--- src/sv/assert_macros.svh ---
// Assertion helpers shared by the RTL.
`ifndef ASSERT_MACROS_SVH
`define ASSERT_MACROS_SVH

// pre must always be followed in the same cycle by con
`define ASSERT_IMPLY(lbl, clk, rstn, pre, con) \
  lbl: assert property (@(posedge clk) disable iff (!rstn) (pre) |-> (con)) \
    else $error("implication check failed");

// cond must never hold
`define ASSERT_NEVER(lbl, clk, rstn, cond) \
  lbl: assert property (@(posedge clk) disable iff (!rstn) !(cond)) \
    else $error("forbidden condition seen");

`endif

--- src/sv/kce_pkg.sv ---
package kce_pkg;

  typedef enum logic {
    KIND_SCAN = 1'b0,
    KIND_LOAD = 1'b1
  } kind_e;

  localparam logic OP_SCAN = 1'b0;
  localparam logic OP_LOAD = 1'b1;

  // queue entry between front and back
  typedef struct packed {
    kind_e       kind;
    logic [31:0] keys;
    logic [31:0] diff;
    logic [3:0]  idx;
    logic [4:0]  sc;
    logic [9:0]  kc;
  } qent_t;

  // one result event, scancode in the low bits
  typedef struct packed {
    logic       sync;
    logic       mapped;
    logic       pressed;
    logic [9:0] keycode;
    logic [4:0] scancode;
  } evt_t;

  // one-hot to binary
  function automatic logic [4:0] onehot_idx(input logic [31:0] oh);
    logic [4:0] r;
    r = '0;
    for (int b = 0; b < 32; b++) begin
      if (oh[b]) begin
        r = r | 5'(b);
      end
    end
    return r;
  endfunction

endpackage

--- src/sv/kce_ram.sv ---
module kce_ram #(
  parameter int unsigned WIDTH = 15,
  parameter int unsigned DEPTH = 16,
  localparam int unsigned AW = (DEPTH > 1) ? $clog2(DEPTH) : 1
) (
  input  logic             clk_i,
  input  logic             we_i,
  input  logic [AW-1:0]    waddr_i,
  input  logic [WIDTH-1:0] wdata_i,
  input  logic [AW-1:0]    raddr_i,
  output logic [WIDTH-1:0] rdata_o
);

  logic [WIDTH-1:0] mem_q [DEPTH];
  logic [WIDTH-1:0] rdata_q;

  always_ff @(posedge clk_i) begin
    if (we_i) begin
      mem_q[waddr_i] <= wdata_i;
    end
    rdata_q <= mem_q[raddr_i];
  end

  assign rdata_o = rdata_q;

endmodule

--- src/sv/kce_front.sv ---
module kce_front #(
  parameter int unsigned KEYMAP_DEPTH = 16
) (
  input  logic                clk_i,
  input  logic                rst_ni,
  input  logic                in_valid_i,
  output logic                in_ready_o,
  input  logic                in_op_i,
  input  logic [55:0]         in_data_i,
  input  logic                full_i,
  output logic                push_o,
  output kce_pkg::qent_t      push_data_o
);

  localparam logic [6:0] DEPTH7 = 7'(KEYMAP_DEPTH);

  logic [31:0] prev_q, prev_d;
  logic [31:0] keys, diff;
  logic [3:0]  idx;
  logic [4:0]  sc;
  logic [9:0]  kc;
  logic        acc, is_load, idx_ok;

  assign keys = in_data_i[31:0];
  assign idx  = in_data_i[35:32];
  assign sc   = in_data_i[40:36];
  assign kc   = in_data_i[50:41];

  assign in_ready_o = !full_i;
  assign acc        = in_valid_i && !full_i;
  assign is_load    = (in_op_i == kce_pkg::OP_LOAD);
  assign idx_ok     = ({3'b000, idx} < DEPTH7);
  assign diff       = keys ^ prev_q;

  // drop out-of-range loads and scans with nothing changed
  assign push_o = acc && (is_load ? idx_ok : (diff != '0));

  always_comb begin
    push_data_o.kind = is_load ? kce_pkg::KIND_LOAD : kce_pkg::KIND_SCAN;
    push_data_o.keys = keys;
    push_data_o.diff = diff;
    push_data_o.idx  = idx;
    push_data_o.sc   = sc;
    push_data_o.kc   = kc;
  end

  assign prev_d = (acc && !is_load) ? keys : prev_q;

  always_ff @(posedge clk_i or negedge rst_ni) begin
    if (!rst_ni) begin
      prev_q <= '0;
    end else begin
      prev_q <= prev_d;
    end
  end

endmodule

--- src/sv/kce_fifo.sv ---
module kce_fifo (
  input  logic           clk_i,
  input  logic           rst_ni,
  input  logic           push_i,
  input  kce_pkg::qent_t push_data_i,
  output logic           full_o,
  output logic           deq_valid_o,
  output kce_pkg::qent_t deq_data_o,
  input  logic           pop_i
);

  kce_pkg::qent_t mem_q [2];
  logic       wp_q, rp_q;
  logic [1:0] cnt_q;
  logic       pop;

  assign full_o      = (cnt_q == 2'd2);
  assign deq_valid_o = (cnt_q != 2'd0);
  assign deq_data_o  = mem_q[rp_q];
  assign pop         = pop_i && deq_valid_o;

  always_ff @(posedge clk_i or negedge rst_ni) begin
    if (!rst_ni) begin
      wp_q  <= 1'b0;
      rp_q  <= 1'b0;
      cnt_q <= 2'd0;
    end else begin
      if (push_i) begin
        wp_q <= !wp_q;
      end
      if (pop) begin
        rp_q <= !rp_q;
      end
      cnt_q <= cnt_q + {1'b0, push_i} - {1'b0, pop};
    end
  end

  always_ff @(posedge clk_i) begin
    if (push_i) begin
      mem_q[wp_q] <= push_data_i;
    end
  end

endmodule

--- src/sv/kce_back.sv ---
module kce_back #(
  parameter int unsigned KEYMAP_DEPTH = 16
) (
  input  logic           clk_i,
  input  logic           rst_ni,
  input  logic           deq_valid_i,
  input  kce_pkg::qent_t deq_data_i,
  output logic           deq_pop_o,
  input  logic           cfg_we_i,
  input  logic [4:0]     keymap_count_i,
  output logic           m_valid_o,
  input  logic           m_ready_i,
  output kce_pkg::evt_t  m_data_o,
  output logic           m_last_o
);

  localparam int unsigned AW = (KEYMAP_DEPTH > 1) ? $clog2(KEYMAP_DEPTH) : 1;
  localparam int unsigned CW = $clog2(KEYMAP_DEPTH + 1);
  localparam logic [6:0] DEPTH7 = 7'(KEYMAP_DEPTH);

  localparam logic [1:0] ST_IDLE  = 2'd0;
  localparam logic [1:0] ST_SWEEP = 2'd1;
  localparam logic [1:0] ST_EMIT  = 2'd2;

  logic [1:0]    st_q, st_d;
  logic          dirty_q, dirty_d;
  logic [CW-1:0] cnt_q, cnt_d;
  logic          pend_q, pend_d;
  logic [31:0]   rem_q, rem_d;
  logic [31:0]   keys_q, keys_d;
  logic          any_q, any_d;
  logic [31:0]   lut_vld_q;
  logic [9:0]    lut_kc_q [32];
  logic          out_vld_q, out_vld_d;
  kce_pkg::evt_t out_evt_q, out_evt_d;
  logic          out_last_q, out_last_d;
  logic          lut_clr;

  logic [6:0]    cnt7, n7;
  logic [CW-1:0] n;
  logic          ram_we;
  logic [6:0]    widx7;
  logic [14:0]   ram_rdata;
  logic [4:0]    rd_sc;

  logic [31:0]   low, rest;
  logic [4:0]    sidx;
  logic          last, hit, out_free;
  kce_pkg::evt_t evt;

  // entries searched, saturated at the table depth
  assign cnt7 = {2'b00, keymap_count_i};
  assign n7   = (cnt7 > DEPTH7) ? DEPTH7 : cnt7;
  assign n    = n7[CW-1:0];

  assign ram_we = (st_q == ST_IDLE) && deq_valid_i && (deq_data_i.kind == kce_pkg::KIND_LOAD);
  assign widx7  = {3'b000, deq_data_i.idx};
  assign rd_sc  = ram_rdata[14:10];

  kce_ram #(
    .WIDTH(15),
    .DEPTH(KEYMAP_DEPTH)
  ) u_keymap (
    .clk_i  (clk_i),
    .we_i   (ram_we),
    .waddr_i(widx7[AW-1:0]),
    .wdata_i({deq_data_i.sc, deq_data_i.kc}),
    .raddr_i(cnt_q[AW-1:0]),
    .rdata_o(ram_rdata)
  );

  // lowest pending changed bit
  assign low  = rem_q & (~rem_q + 32'd1);
  assign rest = rem_q & ~low;
  assign sidx = kce_pkg::onehot_idx(low);
  assign last = (rest == '0);
  assign hit  = lut_vld_q[sidx];

  always_comb begin
    evt.scancode = sidx;
    evt.keycode  = hit ? lut_kc_q[sidx] : 10'd0;
    evt.pressed  = keys_q[sidx];
    evt.mapped   = hit;
    evt.sync     = last && (any_q || hit);
  end

  assign out_free = !out_vld_q || m_ready_i;

  always_comb begin
    st_d       = st_q;
    dirty_d    = dirty_q | cfg_we_i;
    cnt_d      = cnt_q;
    pend_d     = 1'b0;
    rem_d      = rem_q;
    keys_d     = keys_q;
    any_d      = any_q;
    deq_pop_o  = 1'b0;
    lut_clr    = 1'b0;
    out_vld_d  = out_vld_q && !m_ready_i;
    out_evt_d  = out_evt_q;
    out_last_d = out_last_q;
    unique case (st_q)
      ST_IDLE: begin
        if (deq_valid_i) begin
          deq_pop_o = 1'b1;
          if (deq_data_i.kind == kce_pkg::KIND_LOAD) begin
            dirty_d = 1'b1;
          end else begin
            rem_d  = deq_data_i.diff;
            keys_d = deq_data_i.keys;
            any_d  = 1'b0;
            if (dirty_q) begin
              // rebuild scancode lookup from the keymap, last entry wins
              st_d    = ST_SWEEP;
              cnt_d   = '0;
              lut_clr = 1'b1;
              dirty_d = cfg_we_i;
            end else begin
              st_d = ST_EMIT;
            end
          end
        end
      end
      ST_SWEEP: begin
        if (cnt_q < n) begin
          cnt_d  = cnt_q + CW'(1);
          pend_d = 1'b1;
        end else if (!pend_q) begin
          st_d = ST_EMIT;
        end
      end
      ST_EMIT: begin
        if (out_free) begin
          out_vld_d  = 1'b1;
          out_evt_d  = evt;
          out_last_d = last;
          rem_d      = rest;
          any_d      = any_q | hit;
          if (last) begin
            st_d = ST_IDLE;
          end
        end
      end
      default: begin
        st_d = ST_IDLE;
      end
    endcase
  end

  always_ff @(posedge clk_i or negedge rst_ni) begin
    if (!rst_ni) begin
      st_q      <= ST_IDLE;
      dirty_q   <= 1'b1;
      cnt_q     <= '0;
      pend_q    <= 1'b0;
      rem_q     <= '0;
      any_q     <= 1'b0;
      out_vld_q <= 1'b0;
      lut_vld_q <= '0;
    end else begin
      st_q      <= st_d;
      dirty_q   <= dirty_d;
      cnt_q     <= cnt_d;
      pend_q    <= pend_d;
      rem_q     <= rem_d;
      any_q     <= any_d;
      out_vld_q <= out_vld_d;
      if (lut_clr) begin
        lut_vld_q <= '0;
      end else if (pend_q) begin
        lut_vld_q[rd_sc] <= 1'b1;
      end
    end
  end

  always_ff @(posedge clk_i) begin
    keys_q     <= keys_d;
    out_evt_q  <= out_evt_d;
    out_last_q <= out_last_d;
    if (pend_q) begin
      lut_kc_q[rd_sc] <= ram_rdata[9:0];
    end
  end

  assign m_valid_o = out_vld_q;
  assign m_data_o  = out_evt_q;
  assign m_last_o  = out_last_q;

endmodule

--- src/sv/key_change_event_encoder.sv ---
// Path: an accepted scan beat is queued in the FIFO, taken up by the back end from idle, and
//   its first event is registered at the output; a scan after a keymap load or keymap_count
//   write first rebuilds the scancode lookup, one keymap read per cycle over the entries searched.
// Throughput: one event per cycle while the output sink is ready.
//   A scan with no change and an ignored load produce no work.
// Reset: previous keys clear to all up, keymap_count to 0, queue and output empty.
`include "assert_macros.svh"

module key_change_event_encoder #(
  parameter int unsigned KEYMAP_DEPTH = 16
) (
  input  logic        clk_i,
  input  logic        rst_ni,
  input  logic        cfg_we_i,
  input  logic [4:0]  cfg_wdata_i,     // keymap_count
  input  logic        s_axis_tvalid_i,
  output logic        s_axis_tready_o,
  // key_bits[31:0], entry_index[35:32], entry_scancode[40:36], entry_keycode[50:41]
  input  logic [55:0] s_axis_tdata_i,
  input  logic        s_axis_tuser_i,  // op
  output logic        m_axis_tvalid_o,
  input  logic        m_axis_tready_i,
  // scancode[4:0], keycode[14:5], pressed[15], mapped[16], sync[17]
  output logic [23:0] m_axis_tdata_o,
  output logic        m_axis_tlast_o
);

  logic [4:0]     keymap_count_q;
  logic           fifo_full, fifo_push, deq_valid, deq_pop;
  kce_pkg::qent_t push_data, deq_data;
  kce_pkg::evt_t  m_evt;

  always_ff @(posedge clk_i or negedge rst_ni) begin
    if (!rst_ni) begin
      keymap_count_q <= '0;
    end else if (cfg_we_i) begin
      keymap_count_q <= cfg_wdata_i;
    end
  end

  kce_front #(
    .KEYMAP_DEPTH(KEYMAP_DEPTH)
  ) u_front (
    .clk_i      (clk_i),
    .rst_ni     (rst_ni),
    .in_valid_i (s_axis_tvalid_i),
    .in_ready_o (s_axis_tready_o),
    .in_op_i    (s_axis_tuser_i),
    .in_data_i  (s_axis_tdata_i),
    .full_i     (fifo_full),
    .push_o     (fifo_push),
    .push_data_o(push_data)
  );

  kce_fifo u_fifo (
    .clk_i      (clk_i),
    .rst_ni     (rst_ni),
    .push_i     (fifo_push),
    .push_data_i(push_data),
    .full_o     (fifo_full),
    .deq_valid_o(deq_valid),
    .deq_data_o (deq_data),
    .pop_i      (deq_pop)
  );

  kce_back #(
    .KEYMAP_DEPTH(KEYMAP_DEPTH)
  ) u_back (
    .clk_i         (clk_i),
    .rst_ni        (rst_ni),
    .deq_valid_i   (deq_valid),
    .deq_data_i    (deq_data),
    .deq_pop_o     (deq_pop),
    .cfg_we_i      (cfg_we_i),
    .keymap_count_i(keymap_count_q),
    .m_valid_o     (m_axis_tvalid_o),
    .m_ready_i     (m_axis_tready_i),
    .m_data_o      (m_evt),
    .m_last_o      (m_axis_tlast_o)
  );

  assign m_axis_tdata_o = {6'b000000, m_evt};

  `ASSERT_NEVER(a_no_push_full, clk_i, rst_ni, fifo_push && fifo_full)
  `ASSERT_IMPLY(a_sync_only_last, clk_i, rst_ni, m_axis_tvalid_o && m_evt.sync, m_axis_tlast_o)
  `ASSERT_IMPLY(a_unmapped_zero, clk_i, rst_ni, m_axis_tvalid_o && !m_evt.mapped, m_evt.keycode == 10'd0)

endmodule

--- config.mk ---
export PLATFORM = sky130hd
export DESIGN_NAME = key_change_event_encoder
export DESIGN_NICKNAME = d
export VERILOG_FILES = /design/src/sv/kce_pkg.sv /design/src/sv/kce_ram.sv /design/src/sv/kce_front.sv /design/src/sv/kce_fifo.sv /design/src/sv/kce_back.sv /design/src/sv/key_change_event_encoder.sv
export VERILOG_INCLUDE_DIRS = /design/src /design/src/sv
export SDC_FILE = /design/constraint.sdc
export NUM_CORES = 1
export LEC_CHECK = 0
export ABC_AREA = 1
export BUFFER_PORTS_ARGS = -buffer_cell sky130_fd_sc_hd__clkbuf_2
export CORE_UTILIZATION = 45
export CTS_CLUSTER_SIZE = 12
export DETAILED_ROUTE_END_ITERATION = 12
export PLACE_DENSITY_LB_ADDON = 0.1
export RECOVER_POWER = 100
export SLEW_MARGIN = 20
export SYNTH_ARGS = -nofsm -noshare
export SYNTH_HDL_FRONTEND = slang
export SYNTH_SLANG_ARGS = --single-unit
--- constraint.sdc ---
create_clock -name clk_i -period 12.55 [get_ports clk_i]
set_input_delay 2.51 -clock clk_i [delete_from_list [all_inputs] [get_ports clk_i]]
set_output_delay 2.51 -clock clk_i [all_outputs]
set_load 0.02 [all_outputs]
==> metrics.md, run 1 <==
| Metric | Value |
|---|---|
| Period minus WS final | 8250 ps |
| Max Cap Viol | 23 |
| Ports | 94 |
| CP Capture Type | register |
| IO Port Bufs | 82 |
| Die span in x | 290 um |
| Critical Path Max Stage Delay | 2360 ps |
| Crit-path slowest cell | clkbuf_1 |
| Most frequent cells in the layout | edfxtp_1, nand2_1, nand3_1 |
| Clock Sinks | 910 |
| Critical-path cell list | clkbuf_1, xor2_1, nor4_1, nand4_1, o311ai_0, nor2_1, clkbuf_1 |
| Worst slew pin tran | 4400 ps |
| Share of cells above drive strength 1 | 7.61% |
| Synth Area in XOR/XNOR | 0.844% |
| Die Area | 0.0842 mm2 |
| Total number of yosys warnings | 0 |
| Cts repair resizes | 0 |
| # rows | 105 |
| CTS tree | done |
| Drt pass-1 iters | 6 |
| Placer Congestion | 0.898 |
| DRT met1 WL | 41500 um |
| Post-DP HPWL | 54800 um |
| TNS Setup | 0 ps |
| Max-slew headroom | -193% |
| Clock-pin slew on the worst setup and hold paths | 60 ps |
| CTS root buf | clkbuf_16 |
| Part of the cycle the worst path needs | 65.7% |
| Mapped Cells | 3115 |
| Most common cell after layout, fill and taps aside | edfxtp_1 |
| Synth area leader | edfxtp_1 |
| RSZ-0062 raised after global routing | no |
| Failing checks | capacitance limit, slew limit |
| Vias/cell | 5.47 |
| Cell Area, Synth | 0.0374 mm2 |
| NumNets Final | 3262 |
| Fmax | 121 MHz |
| Initial antenna violation count | 0 |
| Post-synth ARST share | 12.7% |
| Outcome | complete, but fails checks |
| Netlist cell types | 57 |
| Area grow syn2layout | 11.5% |
| Largest family of logic cells by synthesized area | simple AND/OR/NAND/NOR gates |
| Inserted Clock Buffers | 98 |
| Complex-gate fraction of the synthesized area | 5.02% |
| Mapped Avg Cell Area | 12.0 um2 |
| H-tree levels | 3 |
| Congestion Overflow GR | 0 |
| Sequential Area | 0.0266 mm2 |
| Total power | 11400 uW |
| Post-CTS Setup Bufs | 0 |
| EDFF count, synth | 779 |
| Critical path class | input port to register |
| Drt total wl | 93200 um |
| GRT Total Usage | 22.0% |
| Maximum number of pins on one net before global-route repair | 93 |
| Residual DRC count | 0 |
| Simple-gate share of the synthesized area | 17.2% |
| Hold bufs inserted after CTS | 0 |
| Via count | 23800 |
| Area of the multi-input gates | 0.00932 mm2 |
| PwrDens | 274 mW/mm2 |
| P_leak | 0.0153 uW |
| Final ANT Viol Nets | 0 |
| Critical Path RT | 12730 ps |
| Starting Density | 45.5% |
| Final instance count without filler cells | 4342 |
| First-pass GRT wire length | 142000 um |
| Main synth FF type | edfxtp_1 |
| Sequential area share after synthesis | 71.2% |
| Die Y | 290 um |
| WL/cell | 21.5 um |
| Largest cells by area after synthesis | edfxtp_1, dfrtp_1, nand2_1 |
| Synth Register Bits | 910 |
| Crit path launch type | input port |
| Worst path arrival time | 8430 ps |
| Placed cells | 4158 |
| Top-area cell type share of the netlist area | 62.6% |
| Worst-Skew Late Latency | 650 ps |
| Number of global-route vias before repair | 23400 |
| CTS max path bufs | 3 |
| Core area | 0.0821 mm2 |
| Post-Synth Adder-Cell Area | 0.234% |
| Number of DRC markers in iteration 0 | 1955 |
| Multiplexer area fraction after synthesis | 1.72% |
| Cell mode on critical path | clkbuf_1 |
| Pins Over Slew Limit | 993 |
| DR top layer | met4 |
| Final Hold Violating Endpoints | 0 |
| Met2 wire len | 44200 um |
| Final setup viols | 0 |
| Crit-path max FO | 53 |
| Maximum VDD drop | 0.171 mV |
| Clock Skews | 30.5 ps |
| Fill cells | 7153 |
| Met3 routed wirelength | 5250 um |
| Worst Hold Class | register to register |
[cells in the mapped netlist, types with 2 or more instances]
| library cell | count |
|---|---|
| o211ai_1 | 12 |
| ha_1 | 7 |
| o32ai_1 | 35 |
| nor4_1 | 12 |
| nand3_1 | 408 |
| nand2_1 | 689 |
| buf_6 | 18 |
| inv_1 | 130 |
| mux2_2 | 35 |
| o21ai_0 | 163 |
| xnor2_1 | 2 |
| edfxtp_1 | 779 |
| mux2i_1 | 25 |
| inv_2 | 6 |
| a31oi_1 | 2 |
| nor2_4 | 7 |
| buf_2 | 37 |
| nand2_2 | 7 |
| o31ai_1 | 3 |
| nand4_1 | 21 |
| clkbuf_1 | 75 |
| a21oi_2 | 9 |
| dfxtp_1 | 15 |
| buf_4 | 25 |
| nor3_1 | 17 |
| nand3b_1 | 3 |
| nand4_2 | 2 |
| o22ai_1 | 9 |
| a22o_1 | 2 |
| a221o_1 | 2 |
| nor2_1 | 303 |
| nor3b_1 | 2 |
| a21oi_1 | 35 |
| o221ai_1 | 26 |
| nor2_2 | 9 |
| xor2_1 | 34 |
| dfrtp_1 | 115 |
| or2_2 | 6 |
| buf_1 | 10 |
[sequential cells by signal, summed over array words and instances (netlist names)]
signal / flops
u_back.lut_kc_q: 320
u_back.u_keymap.mem_q: 240
u_fifo.mem_q: 168
u_back.keys_q: 32
u_back.lut_vld_q: 32
u_back.rem_q: 32
u_front.prev_q: 32
u_back.m_data_o: 18
u_back.u_keymap.rdata_o: 15
keymap_count_q: 5
u_back.cnt_q: 5
u_back.st_q: 2
u_fifo.cnt_q: 2
u_back.any_q: 1
u_back.dirty_q: 1
u_back.m_last_o: 1
u_back.m_valid_o: 1
u_back.pend_q: 1
u_fifo.rp_q: 1
u_fifo.wp_q: 1
[where the power goes]
group / switching (uW) / leakage, uW / internal (uW)
logic: 2890 / 0.00496 / 1060
clock network: 1170 / 0.00163 / 1770
registers: 336 / 0.00867 / 4170
total: 4400 / 0.0153 / 7000
[metrics by stage]
step           util [%]  worst slack (ps)  cell area, um2  hold WS, ps
2_1_floorplan         -              5330           37400          470
3_3_place_gp       47.1              6320           38700          486
3_5_place_dp       47.1              6210           38700          486
4_1_cts            51.2              6370           42000          505
5_1_grt            50.7              3600           41700          529
6_report           50.7              4300           41700          506
[final cells by class]
cell class	count	area share [%]
Multi-Input combinational cell	1907	22.4
Antenna cell	1	0.00601
Inverter	138	1.25
Timing Repair Buffer	133	1.36
Tap cell	1070	3.21
Clock inverter	34	1.04
Sequential cell	910	63.8
Clock buffer	149	6.93
[routing by layer]
layer / GRT usage, % / vias to the layer above
li1: - / 11200
met1: 31.0 / 11800
met2: 35.4 / 701
met3: 3.04 / 140
met4: 6.80 / 0
met5: 0 / -
[critical path, delay by kind of cell]
family | cells | cell delay [ps]
simple gates | 3 | 2610
compound gates | 1 | 390
xor+xnor | 1 | 300
buf+inv | 2 | 2550
[worst paths after layout]
path	start	endpoint	slack (ps)	cells after the start
worst max-delay path	s_axis_tdata_i[14]	u_fifo.mem_q[0][72]$_DFFE_PP_	4300	7
worst min-delay path	u_back.lut_vld_q[13]$_DFFE_PN0P_	u_back.lut_vld_q[13]$_DFFE_PN0P_	510	2
worst max register to register	u_back.rem_q[0]$_DFFE_PN0P_	u_back.m_data_o[13]$_SDFFCE_PN0P_	4640	17
worst min register to register	u_back.lut_vld_q[13]$_DFFE_PN0P_	u_back.lut_vld_q[13]$_DFFE_PN0P_	510	2
max in group asynchronous	rst_ni	u_back.rem_q[27]$_DFFE_PN0P_	5080	2
min in group asynchronous	rst_ni	u_front.prev_q[8]$_DFFE_PN0P_	3410	1
[kinds of logic (layout without fill, tap and decap cells)]
kind of cell / Yosys count / after routing
AO/OA/AOI/OAI: 305 / 305
XOR/XNOR: 36 / 36
flip-flops: 910 / 910
adder cells (fa/ha/maj): 7 / 7
buffers and inverters: 303 / 454
other: 1 / 7
multiplexers: 60 / 60
AND/OR/NAND/NOR: 1493 / 1493
(Power assumes the default switching activity.)
==> run 2, diff against run 1 <==
==> constraint.sdc (replaced) <==
create_clock -name clk_i -period 8.5 [get_ports clk_i]
set_input_delay 1.7 -clock clk_i [delete_from_list [all_inputs] [get_ports clk_i]]
set_output_delay 1.7 -clock clk_i [all_outputs]
set_load 0.02 [all_outputs]
==> run 2 against run 1 <==
- the flow still finishes with violations (capacitance limit, slew limit)
- clock power increased by 40%
- design area decreased by 0.23%
- global-route usage increased by 0.085 points
- via count increased by 1.1%
- sequential power increased by 46%
- die area unchanged
- first-iteration DRC count increased by 4.8%
- worst setup slack got worse by 2500 ps
- non-clock buffer count increased by 20
- critical endpoint is now u_fifo.mem_q[0][31]$_DFFE_PP_
==> metrics.md, run 2 (same netlist as run 1, synthesis figures left out) <==
| Metric | Value |
|---|---|
| Initial antenna violation count | 0 |
| PwrDens | 398 mW/mm2 |
| Congestion Overflow GR | 0 |
| NumNets Final | 3281 |
| Die span in x | 290 um |
| Critical-path cell list | clkbuf_1, xor2_1, nor4_1, nand4_1, o311ai_0, nor2_1, clkbuf_1, clkbuf_1 |
| Crit path launch type | input port |
| Pins Over Slew Limit | 884 |
| Post-route cell area | 0.0416 mm2 |
| Die Y | 290 um |
| Worst Hold Class | register to register |
| Period minus WS final | 6690 ps |
| Max FFs per register | 320 |
| Clock Skews | 25.5 ps |
| Worst path arrival time | 6640 ps |
| GRT Total Usage | 22.1% |
| H-tree levels | 3 |
| Cts repair resizes | 0 |
| Vias/cell | 5.51 |
| Post-DP HPWL | 55000 um |
| Max-slew headroom | -161% |
| Residual DRC count | 0 |
| CP Capture Type | register |
| Worst-Skew Late Latency | 660 ps |
| Worst slew pin tran | 3920 ps |
| Fmax | 150 MHz |
| CTS tree | done |
| Placer Congestion | 0.863 |
| P_leak | 0.0152 uW |
| Crit-path slowest cell | clkbuf_1 |
| Max Cap Viol | 22 |
| Starting Density | 45.5% |
| Core area | 0.0821 mm2 |
| Drt total wl | 92900 um |
| WL/cell | 21.3 um |
| Via count | 24000 |
| Outcome | complete, but fails checks |
| Area grow syn2layout | 11.3% |
| Critical Path Max Stage Delay | 1250 ps |
| # rows | 105 |
| Final ANT Viol Nets | 0 |
| Number of global-route vias before repair | 23800 |
| Inserted Clock Buffers | 97 |
| Number of DRC markers in iteration 0 | 2048 |
| First-pass GRT wire length | 142000 um |
| TNS Setup | 0 ps |
| Crit-path max FO | 48 |
| Ports | 94 |
| CTS max path bufs | 3 |
| CTS root buf | clkbuf_16 |
| IO Port Bufs | 82 |
| Most common cell after layout, fill and taps aside | edfxtp_1 |
| Largest register by flop count | u_back.lut_kc_q |
| Final setup viols | 0 |
| Core Util, Final | 50.6% |
| Die Area | 0.0842 mm2 |
| Share of cells above drive strength 1 | 7.20% |
| Final Hold Violating Endpoints | 0 |
| Part of the cycle the worst path needs | 78.7% |
| Critical path class | input port to register |
| RSZ-0062 raised after global routing | no |
| Regs by FF count | u_back.lut_kc_q (320), u_back.u_keymap.mem_q (240), u_fifo.mem_q (168) |
| Post-CTS Setup Bufs | 0 |
| Hold bufs inserted after CTS | 0 |
| Drt pass-1 iters | 5 |
| Clock-pin slew on the worst setup and hold paths | 60 ps |
| Cell mode on critical path | clkbuf_1 |
| Most frequent cells in the layout | edfxtp_1, nand2_1, nand3_1 |
| Min Hold Slack | 507 ps |
| Critical Path RT | 8460 ps |
| Maximum number of pins on one net before global-route repair | 95 |
| Maximum VDD drop | 0.394 mV |
| Dpl cell area | 0.0388 mm2 |
| Clock Sinks | 910 |
| Failing checks | capacitance limit, slew limit |
-- run 2: power by group --
| group | switching (uW) | internal [uW] |
|---|---|---|
| Sequential | 450 | 6150 |
| Combinational | 4240 | 1590 |
| Clock | 1710 | 2410 |
-- run 2: final cells by class --
| type | instances | area (um2) |
|---|---|---|
| diodes | 1 | 2.50 |
| clock buffers | 151 | 2830 |
| clock inverters | 31 | 305 |
| fillers | 7233 | 40500 |
| inverters | 138 | 520 |
| multi-input cells | 1907 | 9330 |
| flip-flops and latches | 910 | 26600 |
| well taps | 1070 | 1340 |
| repair buffers | 153 | 648 |
-- run 2: path summary, 6_finish.rpt --
check                                                      start                               endpoint  slack, ps  depth (start not counted)
worst min-delay path            u_back.lut_vld_q[29]$_DFFE_PN0P_       u_back.lut_vld_q[29]$_DFFE_PN0P_        510                          2
worst min register to register  u_back.lut_vld_q[29]$_DFFE_PN0P_       u_back.lut_vld_q[29]$_DFFE_PN0P_        510                          2
worst max register to register           u_fifo.rp_q$_DFFE_PN0P_  u_back.u_keymap.mem_q[2][2]$_DFFE_PP_       1910                          6
max in group asynchronous                                 rst_ni            u_back.cnt_q[1]$_DFFE_PN0P_       4100                          2
worst max-delay path                          s_axis_tdata_i[14]          u_fifo.mem_q[0][31]$_DFFE_PP_       1810                          8
min in group asynchronous                                 rst_ni          u_front.prev_q[8]$_DFFE_PN0P_       2090                          1
-- run 2: critical path: cells and delay by family --
family                 cells  cell delay [ps]
XOR/XNOR                   1              140
AND/OR/NAND/NOR            3             1550
AO/OA/AOI/OAI              1             1150
buffers and inverters      3             2030
-- run 2: through the flow --
stage	power (uW)	cells	worst slack, ps
after floorplan	10700	3120	2090
after global placement	12400	4175	3010
after detailed placement	12600	4175	2850
after CTS	16700	4357	3170
after global routing	17600	4360	1370
final	16500	4361	1810
-- run 2: routing by layer --
layer | vias to the layer above | GRT usage, % | part of all wire, % | wire length (um)
met5 | - | 0 | 0 | 0
met4 | 0 | 7.51 | 2.7 | 2480
met3 | 155 | 3.29 | 5.6 | 5230
met2 | 680 | 35.2 | 47 | 43200
met1 | 12000 | 31.0 | 45 | 42000
li1 | 11200 | - | - | -
